`config.mk`:
```
export PLATFORM = sky130hd
export DESIGN_NAME = hcps_front
export DESIGN_NICKNAME = d
export VERILOG_FILES = /design/src/design/hcps_pkg.sv /design/src/design/hcps_front.sv
export SDC_FILE = /design/constraint.sdc
export NUM_CORES = 1
export LEC_CHECK = 0
export BUFFER_PORTS_ARGS = -buffer_cell sky130_fd_sc_hd__buf_4
export CAP_MARGIN = 40
export CORE_AREA = 3 3 105 107
export DETAILED_ROUTE_END_ITERATION = 12
export DIE_AREA = 0 0 108 110
export GPL_TIMING_DRIVEN = 0
export PLACE_DENSITY_LB_ADDON = 0.1
export SLEW_MARGIN = 20
export SYNTH_ARGS = -nofsm -noshare
export SYNTH_HDL_FRONTEND = slang
export SYNTH_SLANG_ARGS = --single-unit
```
`constraint.sdc`:
```
create_clock -name aclk -period 2.2 [get_ports aclk]
set_input_delay 0 -clock aclk [delete_from_list [all_inputs] [get_ports aclk]]
set_output_delay 0 -clock aclk [all_outputs]
set_load 0.02 [all_outputs]
```
`src/design/hcps_pkg.sv`:
```
`default_nettype none

package hcps_pkg;

    // geometry of the coefficient and power stores
    localparam int MAX_POINTS = 1024;
    localparam int POW_DEPTH  = MAX_POINTS / 2 + 1;
    localparam int IDX_W      = 10;
    localparam int PT_W       = 11;
    localparam int COEF_W     = 16;
    localparam int POW_W      = 32;
    localparam int SUM_W      = 41;
    localparam int COEF_AW    = $clog2(MAX_POINTS);
    localparam int POW_AW     = $clog2(POW_DEPTH);

    // input and output beat layout
    localparam int S_TDATA_W  = 32;
    localparam int S_TUSER_W  = 2;
    localparam int M_TDATA_W  = 96;
    localparam int M_TUSER_W  = 1;

    // command codes on the input channel
    localparam logic [1:0] CMD_LOAD    = 2'd0;
    localparam logic [1:0] CMD_COMPUTE = 2'd1;
    localparam logic [1:0] CMD_READ    = 2'd2;
    // accepted and dropped, no result
    localparam logic [1:0] CMD_IGNORED = 2'd3;

    // job kinds handed from front to back
    localparam logic [1:0] JOB_LOAD    = 2'd0;
    localparam logic [1:0] JOB_COMPUTE = 2'd1;
    localparam logic [1:0] JOB_READ    = 2'd2;
    localparam logic [1:0] JOB_ERROR   = 2'd3;

    // job queue depth
    localparam int QDEPTH = 4;
    localparam int QPTR_W = $clog2(QDEPTH);
    localparam int QCNT_W = $clog2(QDEPTH + 1);

    typedef struct packed {
        logic [1:0]              kind;
        logic [IDX_W-1:0]        index;
        logic signed [COEF_W-1:0] coef;
    } job_t;

    typedef struct packed {
        logic valid;
        job_t job;
    } job_chan_t;

    typedef struct packed {
        logic [PT_W-1:0]  n;
        logic [IDX_W-1:0] half;
        logic             even;
    } geom_t;

endpackage

`default_nettype wire

```
`src/design/hcps_front.sv`:
```
`default_nettype none

module hcps_front import hcps_pkg::*; (
    input  wire logic                 aclk,
    input  wire logic                 aresetn,
    input  wire geom_t                geom,
    input  wire logic                 s_axis_tvalid,
    output logic                      s_axis_tready,
    input  wire logic [S_TDATA_W-1:0] s_axis_tdata,  // bin_index, coefficient
    input  wire logic [S_TUSER_W-1:0] s_axis_tuser,  // command
    output job_chan_t                 head,
    input  wire logic                 pop
);

    job_t               q_reg [QDEPTH];
    logic [QPTR_W-1:0]  wr_ptr_reg, wr_ptr_next;
    logic [QPTR_W-1:0]  rd_ptr_reg, rd_ptr_next;
    logic [QCNT_W-1:0]  count_reg, count_next;

    logic [1:0]              cmd;
    logic [IDX_W-1:0]        idx;
    logic signed [COEF_W-1:0] coef;
    job_t                    job_in;
    logic                    beat;
    logic                    push;
    logic                    do_pop;

    assign cmd  = s_axis_tuser;
    assign idx  = s_axis_tdata[IDX_W-1:0];
    assign coef = s_axis_tdata[IDX_W+COEF_W-1:IDX_W];

    // classify the beat and check its index against the current geometry
    always_comb begin
        job_in.index = idx;
        job_in.coef  = coef;
        case (cmd)
            CMD_LOAD:    job_in.kind = ({1'b0, idx} < geom.n) ? JOB_LOAD : JOB_ERROR;
            CMD_COMPUTE: job_in.kind = JOB_COMPUTE;
            CMD_READ:    job_in.kind = (idx <= geom.half) ? JOB_READ : JOB_ERROR;
            default:     job_in.kind = JOB_ERROR;
        endcase
    end

    assign s_axis_tready = (count_reg != QCNT_W'(QDEPTH));
    assign beat          = s_axis_tvalid && s_axis_tready;
    // the ignored command is dropped here
    assign push          = beat && (cmd != CMD_IGNORED);
    assign do_pop        = pop && (count_reg != '0);

    // queue pointers
    always_comb begin
        wr_ptr_next = push   ? wr_ptr_reg + 1'b1 : wr_ptr_reg;
        rd_ptr_next = do_pop ? rd_ptr_reg + 1'b1 : rd_ptr_reg;
        count_next  = count_reg + QCNT_W'(push) - QCNT_W'(do_pop);
    end

    always_ff @(posedge aclk) begin
        if (!aresetn) begin
            wr_ptr_reg <= '0;
            rd_ptr_reg <= '0;
            count_reg  <= '0;
        end else begin
            wr_ptr_reg <= wr_ptr_next;
            rd_ptr_reg <= rd_ptr_next;
            count_reg  <= count_next;
        end
    end

    // queue storage
    always_ff @(posedge aclk) begin
        if (push) begin
            q_reg[wr_ptr_reg] <= job_in;
        end
    end

    assign head.valid = (count_reg != '0);
    assign head.job   = q_reg[rd_ptr_reg];

    a_count_bound: assert property (@(posedge aclk) disable iff (!aresetn)
        count_reg <= QCNT_W'(QDEPTH))
        else $error("job queue count beyond depth");

    a_no_push_full: assert property (@(posedge aclk) disable iff (!aresetn)
        (count_reg == QCNT_W'(QDEPTH) && !do_pop) |=> (count_reg == QCNT_W'(QDEPTH)))
        else $error("job queue changed while full without pop");

    a_ptr_gap: assert property (@(posedge aclk) disable iff (!aresetn)
        (QPTR_W'(wr_ptr_reg - rd_ptr_reg) == count_reg[QPTR_W-1:0]))
        else $error("job queue pointers disagree with count");

endmodule

`default_nettype wire

```
==> results of run 1 <==
[worst max path at each step]
| stage | cells after the start | end | slack (ps) |
|---|---|---|---|
| global route | 8 | count_reg[2] | 2 |
| global placement | 5 | q_reg[0][13] | -300 |
| CTS | 8 | count_reg[2] | 20 |
| floorplan | 11 | count_reg[2] | 50 |
| finish | 9 | q_reg[3][27] | 70 |
| detailed placement | 8 | count_reg[2] | 40 |
[what timing repair did]
| item | 4_1_cts | 5_1_grt |
|---|---|---|
| hold endpoints to repair | 117 | 0 |
| hold buffers | 30 | 0 |
| gates resized for setup | 0 | 9 |
| pin swaps | 0 | 2 |
| setup endpoints to repair | 19 | 2 |
[cell type report]
class | count | area, sq um | share of cell area [%]
Clock inverter | 15 | 152.6 | 2.248
Timing Repair Buffer | 116 | 1018 | 15.00
Tap cell | 136 | 170.2 | 2.506
Inverter | 25 | 93.84 | 1.382
Buffer | 6 | 40.04 | 0.5895
Sequential cell | 121 | 3551 | 52.28
Multi-Input combinational cell | 112 | 1351 | 19.90
Clock buffer | 17 | 414.1 | 6.098
[layer usage]
metal  wire (um)  part of all wire, %  global-route usage [%]
met5           0                    0                       0
met4          63                 0.68                   5.410
met3         503                  5.4                   4.601
met2        4759                   51                   29.66
met1        3960                   43                   20.45
[metrics by stage]
stage | setup TNS, ps | instance area, sq um
floorplan | 0 | 5007
global placement | -32090 | 5793
detailed placement | 0 | 5901
CTS | 0 | 6764
global route | 0 | 6792
finish | 0 | 6792
[logic make-up (layout without fill, tap and decap cells)]
family	count (synthesis)	in the layout	share of synthesized area (%)
mux	29	29	12.79
compound gates	17	17	2.149
xor+xnor	5	5	0.8747
simple gates	35	35	4.073
fa+ha+maj	26	26	6.647
flops	121	121	70.76
buf+inv	32	179	2.698
[power by group through the flow]
stage	combinational [mW]	clock (mW)	sequential [mW]
floorplan	1.17	0	2.84
detailed placement	1.86	0	2.85
finish	1.88	2.59	2.83
global route	2.05	2.72	2.85
global placement	1.80	0	2.85
CTS	1.90	2.63	2.82
[synth_stat cells, types with 4 or more instances]
cell type	number
inv_1	25
nand2_1	7
o21ai_0	4
edfxtp_1	112
mux4_2	28
nor2_1	5
dfxtp_1	9
ha_1	25
and2_1	11
a21oi_1	6
[worst max-delay path: stages]
cell           delay [ps]
dlygate4sd3_1         540
buf_4                 160
ha_1                  290
a21oi_1               150
o21ai_0               130
a21oi_1               210
o22a_1                190
o21bai_1               70
dlygate4sd3_1         610
==> qor.yml, run 1 <==
timing:
  clock-skew-final_ps: 13.35
  hold_viol_final: 0
  fin_crit_sh_pct: 96.66
  setup_violations: 0
  maxSlewViolCount: 0
  tightestPinTransition_ps: 459.4
  period_needed_ps: 2127
  relSlewSlack_pct: 69.38
  fin_ws_ps: 73.45
  rsz0062_at_grt: "false"
  fin_hold_ws_ps: 16.50
  fmax_mhz: 470.2
placement:
  gp_congestion: 0.7199
  port_buffers: 82
  pre_cts_ws_ps: 44.29
  dp.cells: 487
  dpl.hpwl_um: 6254
setup_path:
  cp_max_fo: 6
  end_kind: "flip-flop"
  worstSetupPathType: "in2reg"
  reg2reg_slack_ps: 100
  r2r_cells: 8
  r2r_end: "count_reg[2]"
  cp-start-kind: "input pin"
  r2r_start: "count_reg[1]"
  crit_arrival_ps: 2360
  startpoint: "s_axis_tdata[2]"
  required_ps: 2430
job:
  cap_violations: 0
floorplanning:
  ios: 90
  core-area_sq_um: 10230
  dieArea_sq_um: 11880
  initial_utilization_pct: 48.94
  fp-row-count: 37
  fp.dieH_um: 110
  die_x_um: 108
synthesis:
  yosys_register_bits: 121
  synth_top_area_cell: "edfxtp_1"
  synth_cells: 265
  ys.flop_type: "edfxtp_1"
  netlist_top_cells_area: "edfxtp_1 67%, mux4_2 13%, ha_1 6.2%"
  netlist_area_sq_um: 5007
  syn_area_per_cell_sq_um: 18.90
  synthArstFlopShare_pct: 0
  syn_nets: 351
  synth.top_cell.area_share_pct: 67.17
  yosysSeqAreaShare_pct: 70.76
  synth_edf_count: 112
  yosysUniqueCellTypes: 33
  ys_warn_count: 0
power_and_ir_drop:
  seqPwrFrac_pct: 38.8
  clockPowerShare_pct: 35.4
  pwr-share-comb_pct: 25.7
  powerDensity_nw_per_um2: 1074
  p_sw_share_pct: 27.18
  power_switching_mw: 1.984
  internal_power_mw: 5.314
  ir_worst_vdd_uv: 455.2
  p_total_mw: 7.297
  p_leak_nw: 2.573
global_routing:
  grt_max_degree: 21
  grt_overflow_total: 0
  grtUsageTotal_pct: 16.89
  antenna_found_initial: 0
  grt_pass1_vias: 2953
  grt_pass1_wl_um: 14640
layout:
  drive_gt1_share_pct: 39.32
  final_core_util_pct: 66.38
  largest_reg_flops: 112
  fin_cells: 548
  diodes: 0
  final_cell_mix: "112 x edfxtp_1, 85 x buf_4, 30 x dlygate4sd3_1"
  fin_nets: 485
  fill_cells: 708
  syn_to_final_growth_pct: 35.63
  final_common_cell: "edfxtp_1"
clock_network:
  clock_latency_ps: 500
  cts_buffer_depth: 2
  post_cts_buffers: 0
  cts_max_level: 4
  cts_tree: "built"
  cts_buffers: 17
  cts-root-buf: "clkbuf_8"
  cts.clk_slew.worst_paths_ps: 60
  cts_num_sinks: 121
worst_hold_path:
  hold_start: "s_axis_tuser[1]"
  hold_class: "in2reg"
  hold_depth: 3
  hold_end: "q_reg[2][26]"
run_status:
  outcome: "finished, final reports clean"
detailed_routing:
  route.detailed.wl_per_inst_um: 16.95
  drc: 0
  dr_total_vias: 2752
  drt-total-wl_um: 9287
  ant_nets: 0
  drt_iter0_drc: 140
  post_drt_via_cell_ratio: 5.022
  first_pass_iters: 4
Note: power is estimated with default switching activity, not from simulation.
==> run 2, diff against run 1 <==
- CORE_AREA: 3 3 105 107 -> 3 3 100 102
- DIE_AREA: 0 0 108 110 -> 0 0 103 105
- SETUP_SLACK_MARGIN: unset -> 0.5
- clock period: 2.2 -> 2.24 ns (I/O delays scaled with it)
==> run 2 against run 1 <==
Clock skew shrank 6.9 ps. Critical endpoint is now count_reg[2]. Register-to-register slack gained 140 ps. Sequential share of layout area shrank 1.8 points. Cell area grew 3.5%. Via count grew 0.87%. First-iteration DRC count shrank 21%. Die area shrank 9.0%. Non-clock buffer count grew 8. Worst setup slack gained 170 ps. Worst hold slack gained 26 ps. Sequential power shrank 2%. Core utilization grew 10 points.
==> qor.yml, run 2 (same netlist as run 1, synthesis figures left out) <==
global_routing:
  grt_max_degree: 29  # +38%
  grtUsageTotal_pct: 18.95  # +2.1 points
  grt_pass1_vias: 2917  # -1.2%
  antenna_found_initial: 0  # unchanged
  grt_pass1_wl_um: 15210  # +3.9%
  grt_overflow_total: 0  # unchanged
floorplanning:
  core-area_sq_um: 9196  # -10%
  ios: 90  # unchanged
  initial_utilization_pct: 54.45  # +5.5 points
  fp-row-count: 35  # -5.4%
  fp.dieH_um: 105  # -4.5%
  die_x_um: 103  # -4.6%
  dieArea_sq_um: 10820  # -9.0%
setup_path:
  cpMostUsedCell: "ha_4"
  startpoint: "count_reg[1]"
  cpMaxStageDelayCell: "or3_4"
  r2r_cells: 8  # unchanged
  r2r_end: "count_reg[2]"
  cp-start-kind: "flip-flop"
  critical_path.top_delay_family: "adder cells"
  max_stage_delay_ps: 380  # -230 ps
  reg2reg_slack_ps: 240  # +140 ps
  cp_max_fo: 4  # -2
  crit_path_cell_trace: "or3_4 > and2_4 > ha_4 > inv_2 > ha_4 > fa_2 > xnor2_1 > and2_1"
  worstSetupPathType: "reg2reg"
  crit_arrival_ps: 2390  # +30 ps
  end_kind: "flip-flop"
  required_ps: 2640  # +210 ps
  cp_num_buf_inv: 1  # -2
  r2r_start: "count_reg[1]"
clock_network:
  cts_num_sinks: 121  # unchanged
  clock_latency_ps: 500  # about the same
  cts_tree: "built"
  cts_max_level: 4  # unchanged
  cts_buffer_depth: 2  # unchanged
  cts_buffers: 17  # unchanged
  cts-root-buf: "clkbuf_8"
  cts.clk_slew.worst_paths_ps: 60  # about the same
run_status:
  outcome: "finished, final reports clean"
layout:
  drive_gt1_share_pct: 41.67  # +2.3 points
  fill_cells: 508  # -28%
  diodes: 0  # unchanged
  fin_nets: 493  # +1.6%
  fin_cells: 531  # -3.1%
  final_cell_mix: "112 x edfxtp_1, 58 x buf_4, 35 x buf_6"
  largest_reg_flops: 112  # unchanged
  syn_to_final_growth_pct: 40.38
  final_common_cell: "edfxtp_1"
detailed_routing:
  drt-total-wl_um: 9286  # about the same
  dr_total_vias: 2776  # +0.87%
  drt_iter0_drc: 111  # -21%
  ant_nets: 0  # unchanged
  post_drt_via_cell_ratio: 5.228  # +4.1%
  drc: 0  # unchanged
  first_pass_iters: 4  # unchanged
  route.detailed.wl_per_inst_um: 17.49  # +3.2%
worst_hold_path:
  hold_class: "in2reg"
  hold_depth: 3  # unchanged
  hold_start: "s_axis_tuser[1]"
  hold_end: "q_reg[3][26]"
timing:
  fmax_mhz: 500.8
  maxSlewViolCount: 0  # unchanged
  setup_violations: 0  # unchanged
  relSlewSlack_pct: 69.54  # +0.17 points
  rsz0062_at_grt: "true"
  setup_tns_ps: 0  # unchanged
  period_needed_ps: 1997
  tightestPinTransition_ps: 456.9  # -2.503 ps
  clock-skew-final_ps: 6.475  # -6.879 ps
  fin_ws_ps: 243.0  # +169.6 ps
  fin_crit_sh_pct: 89.15
  hold_viol_final: 0  # unchanged
job:
  cap_violations: 0  # unchanged
power_and_ir_drop:
  p_leak_nw: 2.682  # +4.2%
  powerDensity_nw_per_um2: 1111  # +3.4%
  ir_worst_vdd_uv: 532.4  # +17%
placement:
  dp.cells: 458  # -6.0%
  gp_congestion: 0.7524  # +4.5%
  dpl.hpwl_um: 5553  # -11%
  pre_cts_ws_ps: 205.7  # +161.5 ps
  port_buffers: 82  # unchanged
[run 2: cell count changes in the layout (fill, tap and decap cells not counted), sizes merged]
cell         before  now
buf              91  100
inv              27   25
dlygate4sd3      30   29
bufinv            2    4
[run 2: tightest hold or removal path, stage by stage]
cell and delay (ps):
buf_4 130, nor2_1 130, a221oi_2 110
[run 2: repair_timing]
| action | in CTS | in global routing |
|---|---|---|
| endpoints found under the setup margin | 142 | 34 |
| cloned | 2 | 0 |
| hold buffers | 29 | 0 |
| pin swaps | 6 | 1 |
| setup buffers | 9 | 1 |
| endpoints found under the hold margin | 117 | 0 |
| gates resized for setup | 49 | 8 |
[run 2: routing by layer]
layer  part of all wire [%]  vias up  global-route usage (%)
met3                    5.6       10                   5.741
li1                       -     1324                       -
met5                      0        -                       0
met4                    1.2        0                   5.643
met2                     51       81                   30.48
met1                     42     1361                   24.83
[run 2: area by class of cell]
type	count	area, sq um	area share [%]
Inverter	25	93.84	1.335
Sequential cell	121	3547	50.46
Clock buffer	17	414.1	5.892
Buffer	7	92.59	1.317
Timing Repair Buffer	123	1185	16.86
Tap cell	111	138.9	1.976
Multi-Input combinational cell	112	1375	19.56
Clock inverter	15	182.7	2.599
[run 2: how the worst max path moves through the flow]
stage	end	slack, ps	depth (start not counted)
2_1_floorplan	count_reg[2]	200	8
3_3_place_gp	count_reg[2]	210	8
3_5_place_dp	count_reg[2]	210	8
4_1_cts	count_reg[2]	220	8
5_1_grt	count_reg[1]	200	10
6_report	count_reg[2]	240	8
[run 2: report_power, final]
part	internal (mW)	leakage, nW	switching, mW
registers	2.70	1.09	0.0690
logic	1.32	1.30	1.03
clock network	1.78	0.286	0.911
[run 2: stage by stage]
step	util (%)	power [mW]	area (sq um)	hold slack [ps]
2_1_floorplan	-	3.965	5036	98.87
3_3_place_gp	62.97	4.581	5791	201.3
3_5_place_dp	62.97	4.607	5791	203.8
4_1_cts	76.00	7.836	6989	8.720
5_1_grt	76.44	8.154	7029	25.88
6_report	76.44	7.810	7029	42.69
